`src/sv/i2cts_pkg.sv`:
```
`default_nettype none

package i2cts_pkg;

	typedef enum logic [11:0] {
		PH_IDLE    = 12'b0000_0000_0001,
		PH_W_ADDR  = 12'b0000_0000_0010,
		PH_W_CMD   = 12'b0000_0000_0100,
		PH_W_DATA  = 12'b0000_0000_1000,
		PH_W_STOP  = 12'b0000_0001_0000,
		PH_DONE    = 12'b0000_0010_0000,
		PH_R_START = 12'b0000_0100_0000,
		PH_R_ADDR  = 12'b0000_1000_0000,
		PH_R_RECEN = 12'b0001_0000_0000,
		PH_R_STORE = 12'b0010_0000_0000,
		PH_R_REEN  = 12'b0100_0000_0000,
		PH_R_STOP  = 12'b1000_0000_0000
	} phase_t;

	localparam logic [1:0] MODE_LD_CMD = 2'd0;
	localparam logic [1:0] MODE_LD_TX  = 2'd1;
	localparam logic [1:0] MODE_START  = 2'd2;
	localparam logic [1:0] MODE_EVENT  = 2'd3;

	localparam logic [1:0] KIND_WR    = 2'd0;
	localparam logic [1:0] KIND_WR_RD = 2'd1;
	localparam logic [1:0] KIND_RD    = 2'd2;
	localparam logic [1:0] KIND_RSVD  = 2'd3;

	localparam logic [2:0] CMD_NONE  = 3'd0;
	localparam logic [2:0] CMD_START = 3'd1;
	localparam logic [2:0] CMD_SEND  = 3'd2;
	localparam logic [2:0] CMD_RCEN  = 3'd3;
	localparam logic [2:0] CMD_ACK   = 3'd4;
	localparam logic [2:0] CMD_STOP  = 3'd5;

	localparam logic [7:0] ADDR_WR_MASK = 8'hFE;
	localparam logic [7:0] ADDR_RD_BIT  = 8'h01;

endpackage

`default_nettype wire

```
`src/sv/i2cts_store.sv`:
```
`default_nettype none

module i2cts_store #(
	parameter int DEPTH = 16,
	parameter int AW = 4
) (
	input  wire logic          clk,
	input  wire logic          wr_en,
	input  wire logic [AW-1:0] wr_addr,
	input  wire logic [7:0]    wr_data,
	input  wire logic [AW-1:0] rd_addr,
	output logic      [7:0]    rd_data
);

	logic [7:0] mem_q [DEPTH];
	logic [7:0] rd_q;

	always_ff @(posedge clk) begin
		if (wr_en) begin
			mem_q[wr_addr] <= wr_data;
		end
	end

	// forward a write that hits the prefetched entry
	always_ff @(posedge clk) begin
		if (wr_en && (wr_addr == rd_addr)) begin
			rd_q <= wr_data;
		end else begin
			rd_q <= mem_q[rd_addr];
		end
	end

	assign rd_data = rd_q;

endmodule

`default_nettype wire

```
`src/sv/i2c_master_transaction_sequencer_unit.sv`:
```
// I2C master transaction sequencer, sitting above a byte-level bus engine.
// Input channel (in_valid / in_stall): one request per item. A request loads a
// command byte, loads a transmit byte, starts a transaction, or reports a
// finished bus operation with its ACK status and received byte.
// Output channel (out_valid / out_stall): exactly one result per request,
// giving the next bus command, any received byte, done/ok and busy status.
// A request is registered in the input register on acceptance, and its result is
// registered in the output register once that register is free to take it.
// Throughput: one request per cycle while out_stall is low; the step logic is a
// single state transition and the store reads are prefetched at the next byte
// position. A stalled result holds the output register; one request more is
// taken into the input register, then in_stall rises until the result is taken.
// Reset (arst_n low) empties both registers and returns the sequencer to idle.
// The command and transmit stores are not cleared; read entries only after
// loading them.
`default_nettype none

module i2c_master_transaction_sequencer_unit
	import i2cts_pkg::*;
#(
	parameter int CMD_DEPTH = 16,
	parameter int DATA_DEPTH = 64
) (
	input  wire logic       clk,
	input  wire logic       arst_n,
	input  wire logic       in_valid,
	output logic            in_stall,
	input  wire logic [1:0] mode,
	input  wire logic [1:0] xfer_kind,
	input  wire logic [5:0] load_index,
	input  wire logic [7:0] load_byte,
	input  wire logic [7:0] dev_addr,
	input  wire logic [4:0] cmd_length,
	input  wire logic [6:0] data_length,
	input  wire logic       bus_ok,
	input  wire logic       ack_status,
	input  wire logic [7:0] rx_byte,
	output logic            out_valid,
	input  wire logic       out_stall,
	output logic            accepted,
	output logic      [2:0] bus_cmd,
	output logic      [7:0] tx_byte,
	output logic            ack_bit,
	output logic            rx_valid,
	output logic      [5:0] rx_index,
	output logic      [7:0] rx_data,
	output logic            done_res,
	output logic            done_ok,
	output logic            busy_res
);

	localparam int CMD_AW = (CMD_DEPTH > 1) ? $clog2(CMD_DEPTH) : 1;
	localparam int DATA_AW = (DATA_DEPTH > 1) ? $clog2(DATA_DEPTH) : 1;

	logic       valid_s1;
	logic [1:0] mode_s1;
	logic [1:0] kind_s1;
	logic [5:0] li_s1;
	logic [7:0] lb_s1;
	logic [7:0] addr_s1;
	logic [4:0] clen_s1;
	logic [6:0] dlen_s1;
	logic       bok_s1;
	logic       nack_s1;
	logic [7:0] rxb_s1;

	logic       valid_s2;
	logic       acc_s2;
	logic [2:0] cmd_s2;
	logic [7:0] tx_s2;
	logic       ackb_s2;
	logic       rxv_s2;
	logic [5:0] rxi_s2;
	logic [7:0] rxd_s2;
	logic       done_s2;
	logic       ok_s2;
	logic       busy_s2;

	phase_t     phase_q, phase_d;
	logic       busy_q, busy_d;
	logic [6:0] bp_q, bp_d, bp_inc;
	logic [7:0] taddr_q, taddr_d;
	logic [4:0] ccnt_q, ccnt_d, clen_sat;
	logic [6:0] txc_q, txc_d, rxc_q, rxc_d, dlen_sat;

	logic       r_acc, r_ackb, r_rxv, r_done, r_ok;
	logic [2:0] r_cmd;
	logic [7:0] r_tx, r_rxd;
	logic [5:0] r_rxi;

	logic       cmd_we, tx_we;
	logic [7:0] cmd_rd, tx_rd;
	logic       free, adv, take;

	assign free     = !valid_s2 || !out_stall;
	assign adv      = valid_s1 && free;
	assign in_stall = valid_s1 && !free;
	assign take     = in_valid && !in_stall;

	always_ff @(posedge clk or negedge arst_n) begin
		if (!arst_n) begin
			valid_s1 <= 1'b0;
		end else if (take) begin
			valid_s1 <= 1'b1;
		end else if (adv) begin
			valid_s1 <= 1'b0;
		end
	end

	always_ff @(posedge clk) begin
		if (take) begin
			mode_s1 <= mode;
			kind_s1 <= xfer_kind;
			li_s1   <= load_index;
			lb_s1   <= load_byte;
			addr_s1 <= dev_addr;
			clen_s1 <= cmd_length;
			dlen_s1 <= data_length;
			bok_s1  <= bus_ok;
			nack_s1 <= ack_status;
			rxb_s1  <= rx_byte;
		end
	end

	assign clen_sat = (32'(clen_s1) > CMD_DEPTH) ? 5'(CMD_DEPTH) : clen_s1;
	assign dlen_sat = (32'(dlen_s1) > DATA_DEPTH) ? 7'(DATA_DEPTH) : dlen_s1;
	assign bp_inc   = bp_q + 7'd1;

	always_comb begin
		phase_d = phase_q;
		busy_d  = busy_q;
		bp_d    = bp_q;
		taddr_d = taddr_q;
		ccnt_d  = ccnt_q;
		txc_d   = txc_q;
		rxc_d   = rxc_q;
		r_acc   = 1'b0;
		r_cmd   = CMD_NONE;
		r_tx    = '0;
		r_ackb  = 1'b0;
		r_rxv   = 1'b0;
		r_rxi   = '0;
		r_rxd   = '0;
		r_done  = 1'b0;
		r_ok    = 1'b0;
		cmd_we  = 1'b0;
		tx_we   = 1'b0;
		if (adv) begin
			unique case (mode_s1)
				MODE_LD_CMD: cmd_we = (32'(li_s1) < CMD_DEPTH);
				MODE_LD_TX:  tx_we = (32'(li_s1) < DATA_DEPTH);
				MODE_START: begin
					if (!busy_q && bok_s1 && (kind_s1 != KIND_RSVD)) begin
						taddr_d = addr_s1;
						ccnt_d  = (kind_s1 == KIND_RD) ? 5'd0 : clen_sat;
						txc_d   = (kind_s1 == KIND_WR) ? dlen_sat : 7'd0;
						rxc_d   = (kind_s1 == KIND_WR) ? 7'd0 : dlen_sat;
						bp_d    = '0;
						busy_d  = 1'b1;
						phase_d = (kind_s1 == KIND_RD) ? PH_R_ADDR : PH_W_ADDR;
						r_acc   = 1'b1;
						r_cmd   = CMD_START;
					end
				end
				MODE_EVENT: begin
					if (busy_q) begin
						unique case (phase_q)
							PH_W_ADDR: begin
								r_cmd   = CMD_SEND;
								r_tx    = taddr_q & ADDR_WR_MASK;
								phase_d = PH_W_CMD;
							end
							PH_W_CMD: begin
								if (nack_s1) begin
									r_cmd   = CMD_STOP;
									r_done  = 1'b1;
									phase_d = PH_IDLE;
									busy_d  = 1'b0;
								end else if (ccnt_q == '0) begin
									r_cmd   = CMD_STOP;
									phase_d = PH_DONE;
								end else begin
									r_cmd = CMD_SEND;
									r_tx  = cmd_rd;
									bp_d  = bp_inc;
									if (bp_inc >= {2'b00, ccnt_q}) begin
										bp_d    = '0;
										phase_d = (rxc_q != '0) ? PH_R_START : PH_W_DATA;
									end
								end
							end
							PH_W_DATA: begin
								if (nack_s1) begin
									r_cmd   = CMD_STOP;
									r_done  = 1'b1;
									phase_d = PH_IDLE;
									busy_d  = 1'b0;
								end else if (txc_q == '0) begin
									r_cmd   = CMD_STOP;
									phase_d = PH_DONE;
								end else begin
									r_cmd = CMD_SEND;
									r_tx  = tx_rd;
									bp_d  = bp_inc;
									if (bp_inc >= txc_q) begin
										phase_d = PH_W_STOP;
									end
								end
							end
							PH_W_STOP: begin
								r_cmd = CMD_STOP;
								if (nack_s1) begin
									r_done  = 1'b1;
									phase_d = PH_IDLE;
									busy_d  = 1'b0;
								end else begin
									phase_d = PH_DONE;
								end
							end
							PH_DONE: begin
								r_done  = 1'b1;
								r_ok    = 1'b1;
								phase_d = PH_IDLE;
								busy_d  = 1'b0;
							end
							PH_R_START: begin
								if (nack_s1) begin
									r_cmd   = CMD_STOP;
									r_done  = 1'b1;
									phase_d = PH_IDLE;
									busy_d  = 1'b0;
								end else begin
									bp_d    = '0;
									r_cmd   = CMD_START;
									phase_d = PH_R_ADDR;
								end
							end
							PH_R_ADDR: begin
								r_cmd   = CMD_SEND;
								r_tx    = taddr_q | ADDR_RD_BIT;
								bp_d    = '0;
								phase_d = PH_R_RECEN;
							end
							PH_R_RECEN: begin
								if (nack_s1) begin
									r_cmd   = CMD_STOP;
									r_done  = 1'b1;
									phase_d = PH_IDLE;
									busy_d  = 1'b0;
								end else if (rxc_q == '0) begin
									r_cmd   = CMD_STOP;
									phase_d = PH_DONE;
								end else begin
									r_cmd   = CMD_RCEN;
									phase_d = PH_R_STORE;
								end
							end
							PH_R_STORE: begin
								r_rxv = 1'b1;
								r_rxi = bp_q[5:0];
								r_rxd = rxb_s1;
								bp_d  = bp_inc;
								r_cmd = CMD_ACK;
								if (bp_inc >= rxc_q) begin
									r_ackb  = 1'b1;
									phase_d = PH_R_STOP;
								end else begin
									phase_d = PH_R_REEN;
								end
							end
							PH_R_REEN: begin
								r_cmd   = CMD_RCEN;
								phase_d = PH_R_STORE;
							end
							PH_R_STOP: begin
								r_cmd   = CMD_STOP;
								phase_d = PH_DONE;
							end
							default: begin
								phase_d = PH_IDLE;
								busy_d  = 1'b0;
							end
						endcase
					end
				end
			endcase
		end
	end

	always_ff @(posedge clk or negedge arst_n) begin
		if (!arst_n) begin
			phase_q <= PH_IDLE;
			busy_q  <= 1'b0;
			bp_q    <= '0;
			taddr_q <= '0;
			ccnt_q  <= '0;
			txc_q   <= '0;
			rxc_q   <= '0;
		end else if (adv) begin
			phase_q <= phase_d;
			busy_q  <= busy_d;
			bp_q    <= bp_d;
			taddr_q <= taddr_d;
			ccnt_q  <= ccnt_d;
			txc_q   <= txc_d;
			rxc_q   <= rxc_d;
		end
	end

	always_ff @(posedge clk or negedge arst_n) begin
		if (!arst_n) begin
			valid_s2 <= 1'b0;
		end else if (adv) begin
			valid_s2 <= 1'b1;
		end else if (!out_stall) begin
			valid_s2 <= 1'b0;
		end
	end

	always_ff @(posedge clk) begin
		if (adv) begin
			acc_s2  <= r_acc;
			cmd_s2  <= r_cmd;
			tx_s2   <= r_tx;
			ackb_s2 <= r_ackb;
			rxv_s2  <= r_rxv;
			rxi_s2  <= r_rxi;
			rxd_s2  <= r_rxd;
			done_s2 <= r_done;
			ok_s2   <= r_ok;
			busy_s2 <= busy_d;
		end
	end

	i2cts_store #(
		.DEPTH (CMD_DEPTH),
		.AW    (CMD_AW)
	) u_cmd_store (
		.clk     (clk),
		.wr_en   (cmd_we),
		.wr_addr (CMD_AW'(li_s1)),
		.wr_data (lb_s1),
		.rd_addr (CMD_AW'(bp_d)),
		.rd_data (cmd_rd)
	);

	i2cts_store #(
		.DEPTH (DATA_DEPTH),
		.AW    (DATA_AW)
	) u_tx_store (
		.clk     (clk),
		.wr_en   (tx_we),
		.wr_addr (DATA_AW'(li_s1)),
		.wr_data (lb_s1),
		.rd_addr (DATA_AW'(bp_d)),
		.rd_data (tx_rd)
	);

	assign out_valid = valid_s2;
	assign accepted  = acc_s2;
	assign bus_cmd   = cmd_s2;
	assign tx_byte   = tx_s2;
	assign ack_bit   = ackb_s2;
	assign rx_valid  = rxv_s2;
	assign rx_index  = rxi_s2;
	assign rx_data   = rxd_s2;
	assign done_res  = done_s2;
	assign done_ok   = ok_s2;
	assign busy_res  = busy_s2;

`ifndef SYNTH
	a_busy_phase: assert property (@(posedge clk) disable iff (!arst_n)
		busy_q == (phase_q != PH_IDLE))
		else $error("busy flag disagrees with sequencer phase");

	a_start_busy: assert property (@(posedge clk) disable iff (!arst_n)
		(out_valid && accepted) |-> (bus_cmd == CMD_START && busy_res && !done_res))
		else $error("accepted start without start command or busy");

	a_done_idle: assert property (@(posedge clk) disable iff (!arst_n)
		(out_valid && done_res) |-> !busy_res)
		else $error("done reported while still busy");

	a_rx_ack: assert property (@(posedge clk) disable iff (!arst_n)
		(out_valid && rx_valid) |-> (bus_cmd == CMD_ACK))
		else $error("received byte delivered without acknowledge");
`endif

endmodule

`default_nettype wire
```
`config.mk`:
```
export PLATFORM = sky130hd
export DESIGN_NAME = i2c_master_transaction_sequencer_unit
export DESIGN_NICKNAME = d
export VERILOG_FILES = /design/src/sv/i2cts_pkg.sv /design/src/sv/i2cts_store.sv /design/src/sv/i2c_master_transaction_sequencer_unit.sv
export SDC_FILE = /design/constraint.sdc
export NUM_CORES = 1
export LEC_CHECK = 0
export ABC_AREA = 1
export BUFFER_PORTS_ARGS = -buffer_cell sky130_fd_sc_hd__clkbuf_2
export CAP_MARGIN = 20
export CORE_ASPECT_RATIO = 1.4
export CORE_MARGIN = 2
export CORE_UTILIZATION = 25
export CTS_BUF_LIST = sky130_fd_sc_hd__clkbuf_4 sky130_fd_sc_hd__clkbuf_8
export DETAILED_ROUTE_END_ITERATION = 7
export MAX_ROUTING_LAYER = met4
export SYNTH_ARGS = -nofsm -noshare
export SYNTH_HDL_FRONTEND = slang
export SYNTH_SLANG_ARGS = --single-unit
```
`constraint.sdc`:
```
create_clock -name clk -period 3.5 [get_ports clk]
set_clock_uncertainty 0.15 [all_clocks]
set_input_delay 0.35 -clock clk [delete_from_list [all_inputs] [get_ports clk]]
set_output_delay 0.35 -clock clk [all_outputs]
set_load 0.02 [all_outputs]
```
==> flow_summary.yaml, run 1 <==
status:
  status: "complete, no violations"
logic_synthesis:
  synth_common_cells: "nand2_1, edfxtp_1, nand3_1"
  synthDominantCellAreaShare_pct: 67.2
  post-synth-top-count-cell: "nand2_1"
  synth_largest_area_cell: "edfxtp_1"
  syn_nets: 2895
  ys_ff_latch: 772
  synth_area_per_cell_um2: 11.4
  synth_warnings: 0
  async_reset_ff_share_pct: 6.22
  synthTopCellsByArea: "edfxtp_1, nand2_1, nand3_1, dfrtp_1, nor2_1"
  yosys.cell_types.count: 41
  ys.flop_type: "edfxtp_1"
  synth_edf_count: 718
  netlist_area_um2: 32100
  synthCells: 2823
  yosysSeqAreaShare_pct: 71.4
critical_path:
  cp_max_fo: 15
  critPathSlowestCell: "nor2_1"
  endpoint_kind: "register"
  cp.required_ns: 3.71
  path_cells: "inv_1 > nand3_1 > nor2_1"
  cp_slowest_stage_delay_ns: 0.86
  critPathTopFamily: "simple AND/OR/NAND/NOR gates"
  cp.arrival_ns: 3.30
  ff2ff_setup_slack_ns: 0.41
  cp-start-kind: "register"
  path_buf_inv: 1
  path_class: "register to register"
die:
  core_area_um2: 127000
  core.rowCount: 155
  start_util_pct: 25.2
  io_pins: 85
  fp.dieH_um: 428
  die-area_um2: 131000
  die_x_um: 307
global_routing:
  grt_pass1_vias: 21200
  grt_pass1_wl_mm: 126
  grt_max_degree: 103
  overflow: 0
  grt_usage_pct: 12.9
  antenna_found_initial: 1
drt:
  wl_per_cell_um: 17.7
  via_per_inst: 4.55
  ant_nets: 0
  firstDrtPassIters: 5
  via_count: 21500
  drt_iter0_drc: 1641
  drc: 0
  wirelength_mm: 83.7
pwr:
  ir_worst_vdd_uv: 390
  leakage_nw: 13.5
  powerDensity_nw_per_um2: 521
place:
  gp_congestion: 0.881
  io_buffers: 83
  dp_cells: 4508
  hpwlAfterDp_mm: 50.5
  placed_area_um2: 34800
sta:
  rsz0062_at_grt: "false"
  hold_viol_final: 0
  final.min_clock_period_ns: 3.09
  fin_crit_sh_pct: 88.2
  tightest_slew_ns: 1.13
  fmax_mhz: 324
  relSlewSlack_pct: 24.6
  tns_ns: 0
  setup_viol: 0
  fin_hold_ws_ns: 0.140
  slew_violations: 0
final_layout:
  drive_above_1_share_pct: 12.5
  nets: 3086
  fin_area_um2: 37300
  area_growth_pct: 16.5
  finalNonFillerCells: 4739
cts:
  htreeDepth: 3
  cts_resized: 0
  cts-root-buf: "clkbuf_8"
  cts_tree: "built"
  clk_pin_slew_worst_paths_ns: 0.07
  clkLatencyLatePin_ns: 0.77
  clockBufferDepth: 3
  cts_made_buffers: 100
  cts_sinks: 772
run:
  cap_violations: 0
worst_hold_path:
  hold_path_class: "primary input to async pin"
state kept, by name, indices dropped and copies added (netlist names), 2 cells and up, named ones only:
register / flops
dlen_s1: 7
tx_byte: 8
u_tx_store.mem_q: 512
mode_s1: 2
li_s1: 6
lb_s1: 8
ccnt_q: 5
clen_s1: 5
rx_data: 8
bp_q: 7
phase_q: 12
txc_q: 7
rx_index: 6
bus_cmd: 3
taddr_q: 7
addr_s1: 7
rxc_q: 7
kind_s1: 2
u_cmd_store.mem_q: 128
rxb_s1: 8
cell families after synthesis:
logic type	synth area share, %
simple gates	20.3
flops	71.4
buf+inv	3.50
compound gates	4.03
fa+ha+maj	0.780
xor+xnor	0.0546
path summary, 6_finish.rpt:
check / depth (start not counted) / from / to
worst max-delay path: 3 / li_s1[3] / u_tx_store.mem_q[6][0]
worst min-delay path: 2 / arst_n / phase_q[10]
worst max register to register: 3 / li_s1[3] / u_tx_store.mem_q[6][0]
worst min register to register: 2 / addr_s1[4] / taddr_q[4]
max in group asynchronous: 3 / arst_n / bp_q[0]
min in group clk: 2 / load_byte[3] / lb_s1[3]
metal layers:
metal | vias to the layer above | track usage [%] | routed length, um
li1 | 10300 | - | -
met5 | - | - | 0
met2 | 642 | 22.3 | 42500
met1 | 10400 | 14.3 | 32500
met3 | 207 | 1.80 | 3900
met4 | 0 | 7.39 | 4710
metrics by stage:
stage / power [mW] / setup WS (ns) / util, %
global route: 20.2 / 0.358 / 29.3
finish: 19.5 / 0.413 / 29.3
detailed placement: 12.8 / 0.496 / 27.3
floorplan: 11.9 / 0.508 / -
global placement: 12.8 / 0.547 / 27.3
CTS: 19.6 / 0.468 / 29.3
cell usage in the layout, fill, tap and decap left out, types with 4 or more instances in the layout:
master / netlist / layout
a21oi_1: 39 / 39
a22oi_1: 7 / 7
buf_12: 0 / 12
buf_4: 14 / 96
clkbuf_2: 0 / 83
clkbuf_4: 0 / 38
clkbuf_8: 0 / 107
clkinv_1: 1 / 14
clkinv_2: 0 / 11
dfrtp_1: 47 / 47
dlygate4sd3_1: 0 / 52
edfxtp_1: 718 / 718
ha_1: 20 / 20
inv_1: 99 / 97
inv_2: 5 / 5
nand2_1: 820 / 820
nand3_1: 441 / 441
nand4_1: 23 / 23
nor2_1: 217 / 217
nor2_2: 5 / 5
nor2_4: 4 / 4
nor3_1: 19 / 19
nor4_1: 5 / 4
o211ai_1: 21 / 21
o21ai_0: 84 / 84
o21ai_1: 41 / 41
o22ai_1: 22 / 22
what timing repair did:
item	CTS	global route
buffers inserted	0	0
hold endpoints to repair	81	0
hold buffers	52	0
cell type report:
| cell class | count | area (um2) |
|---|---|---|
| diodes | 1 | 2.50 |
| clock buffers | 145 | 1760 |
| clock inverters | 33 | 262 |
| fillers | 12800 | 90100 |
| inverters | 105 | 404 |
| multi-input cells | 1792 | 8070 |
| flip-flops and latches | 772 | 22900 |
| well taps | 1648 | 2060 |
| repair buffers | 243 | 1900 |
power by group:
part | switching, mW | leakage, nW | total, mW | internal (mW)
logic | 1.55 | 5.18 | 2.16 | 0.611
registers | 0.144 | 7.20 | 10.5 | 10.3
clock network | 3.36 | 1.08 | 6.82 | 3.46
total | 5.05 | 13.5 | 19.5 | 14.4
No activity file was read; power rests on OpenSTA's default activity.
==> run 2, diff against run 1 <==
--- a/config.mk
+++ b/config.mk
@@ -16,4 +16,5 @@
 export MAX_ROUTING_LAYER = met4
 export SYNTH_ARGS = -nofsm -noshare
 export SYNTH_HDL_FRONTEND = slang
+export SYNTH_HIERARCHICAL = 1
 export SYNTH_SLANG_ARGS = --single-unit
==> flow_summary.yaml, run 2 <==
status:
  status: "complete, no violations"
pwr:
  power.total_mw: 22.1
  ir_worst_vdd_uv: 405
  powerDensity_nw_per_um2: 579
  leakage_nw: 14.5
critical_path:
  cp.required_ns: 3.85
  critPathTopFamily: "simple AND/OR/NAND/NOR gates"
  cp_slowest_stage_delay_ns: 0.52
  path_buf_inv: 3
  critPathSlowestCell: "dfxtp_4"
  cp.arrival_ns: 3.33
  endpoint_kind: "register"
  path_cells: "inv_6 > buf_12 > nand2_1 > nand3_1 > nand3_1 > nand2_1 > nand2_1 > nand3_1 > nand3_1 > nand2_1 > a32o_1 > o21ai_0 > inv_1"
  cp-start-kind: "register"
  path_class: "register to register"
  cp_max_fo: 53
logic_synthesis:
  async_reset_ff_share_pct: 6.19
  yosysSeqAreaShare_pct: 69.5
  synthTopCellsByArea: "edfxtp_1, nand2_1, nand3_1, dfrtp_1, inv_1"
  synthDominantCellAreaShare_pct: 65.3
  ys.flop_type: "edfxtp_1"
  syn_nets: 3059
  ys_ff_latch: 776
  synth_warnings: 6
  post-synth-top-count-cell: "nand2_1"
  synth_area_per_cell_um2: 11.1
  synthCells: 2987
  synth_largest_area_cell: "edfxtp_1"
  synth_edf_count: 718
  synth_common_cells: "nand2_1, edfxtp_1, nand3_1"
  netlist_area_um2: 33000
  yosys.cell_types.count: 49
sta:
  fin_crit_sh_pct: 84.9
  rsz0062_at_grt: "false"
  fmax_mhz: 336
  hold_viol_final: 0
  setup_viol: 0
  relSlewSlack_pct: 29.5
  tns_ns: 0
  fin_hold_ws_ns: 0.174
  layout_setup_ws_ns: 0.528
  slew_violations: 0
  tightest_slew_ns: 1.06
  final.min_clock_period_ns: 2.97
cts:
  cts_setup_buffers: 0
  cts-root-buf: "clkbuf_8"
  cts_sinks: 776
  cts_made_buffers: 105
  htreeDepth: 3
  cts_tree: "built"
  clk_pin_slew_worst_paths_ns: 0.08
  clockBufferDepth: 3
  clkLatencyLatePin_ns: 0.75
final_layout:
  finalNonFillerCells: 5001
  largest_reg_flops: 512
  reg.largest.list: "u_tx_store/mem_q x512, u_cmd_store/mem_q x128, phase_q x12"
  area_growth_pct: 15.6
  nFillCells: 13400
  drive_above_1_share_pct: 11.7
  fin_util_pct: 29.1
  final_cell_mix: "nand2_1, edfxtp_1, nand3_1, inv_1, nor2_1"
  top_register: "u_tx_store/mem_q"
  layout_commonest_cell: "nand2_1"
  nets: 3239
  fin_area_um2: 38200
drt:
  firstDrtPassIters: 7
  wirelength_mm: 84.0
  drt_iter0_drc: 1637
  ant_nets: 0
  drc: 0
  via_per_inst: 4.39
  via_count: 21900
  wl_per_cell_um: 16.8
die:
  die-area_um2: 135000
  start_util_pct: 25.2
  core.rowCount: 157
  fp.dieH_um: 434
  die_x_um: 311
  core_area_um2: 131000
  io_pins: 85
place:
  dp_cells: 4756
  dpl_worst_slack_ns: 0.580
  gp_congestion: 0.897
  placed_area_um2: 35500
  hpwlAfterDp_mm: 52.6
  io_buffers: 83
global_routing:
  grt_pass1_vias: 22000
  grt_usage_pct: 12.6
  overflow: 0
  grt_pass1_wl_mm: 127
  antenna_found_initial: 1
  grt_max_degree: 119
worst_hold_path:
  hold_path_class: "primary input to register"
run:
  cap_violations: 0
run 2: path summary, 6_finish.rpt:
check | start | end | slack [ns] | cells after the start
worst max-delay path | register | tx_byte[3] | 0.53 | 13
min in group asynchronous | arst_n | busy_q | 0.58 | 4
worst min register to register | addr_s1[2] | taddr_q[2] | 0.30 | 2
max in group asynchronous | arst_n | out_valid | 1.29 | 4
worst max register to register | register | tx_byte[3] | 0.53 | 13
worst min-delay path | dev_addr[7] | addr_s1[7] | 0.17 | 2
run 2: routing by layer:
layer	wire, um	track usage, %	up-vias
li1	-	-	10600
met1	31300	12.8	10500
met2	45400	23.5	620
met3	3330	1.70	212
met4	4070	6.55	0
met5	0	-	-
run 2: kinds of logic after synthesis:
logic type / share of synthesized area, %
flip-flops: 69.5
buffers and inverters: 5.46
XOR/XNOR: 0.155
AND/OR/NAND/NOR: 22.7
AO/OA/AOI/OAI: 1.37
adder cells (fa/ha/maj): 0.758
run 2: cell type report:
type | count | area [um2] | share of cell area [%]
Clock inverter | 52 | 389 | 1.02
Clock buffer | 139 | 1760 | 4.60
Tap cell | 1749 | 2190 | 5.73
Timing Repair Buffer | 217 | 1750 | 4.57
Inverter | 227 | 860 | 2.25
Multi-Input combinational cell | 1840 | 8280 | 21.7
Sequential cell | 776 | 23000 | 60.2
Antenna cell | 1 | 2.50 | 0.00655
run 2: worst reg2reg max path, cell delays in order, from the launching register on:
cell and delay (ns):
dfxtp_4 0.52, inv_6 0.18, buf_12 0.24, nand2_1 0.12, nand3_1 0.06, nand3_1 0.09, nand2_1 0.10, nand2_1 0.07
nand3_1 0.20, nand3_1 0.31, nand2_1 0.17, a32o_1 0.32, o21ai_0 0.15, inv_1 0.05
run 2: power breakdown:
| part | leakage [nW] | switching (mW) | total (mW) | internal (mW) |
|---|---|---|---|---|
| Clock | 1.12 | 3.38 | 7.03 | 3.65 |
| Sequential | 7.24 | 0.157 | 10.6 | 10.4 |
| Combinational | 6.12 | 3.22 | 4.52 | 1.30 |
run 2: repair_timing:
action	CTS	global route
gates resized for setup	0	0
endpoints found under the hold margin	96	0
hold buffers	52	0
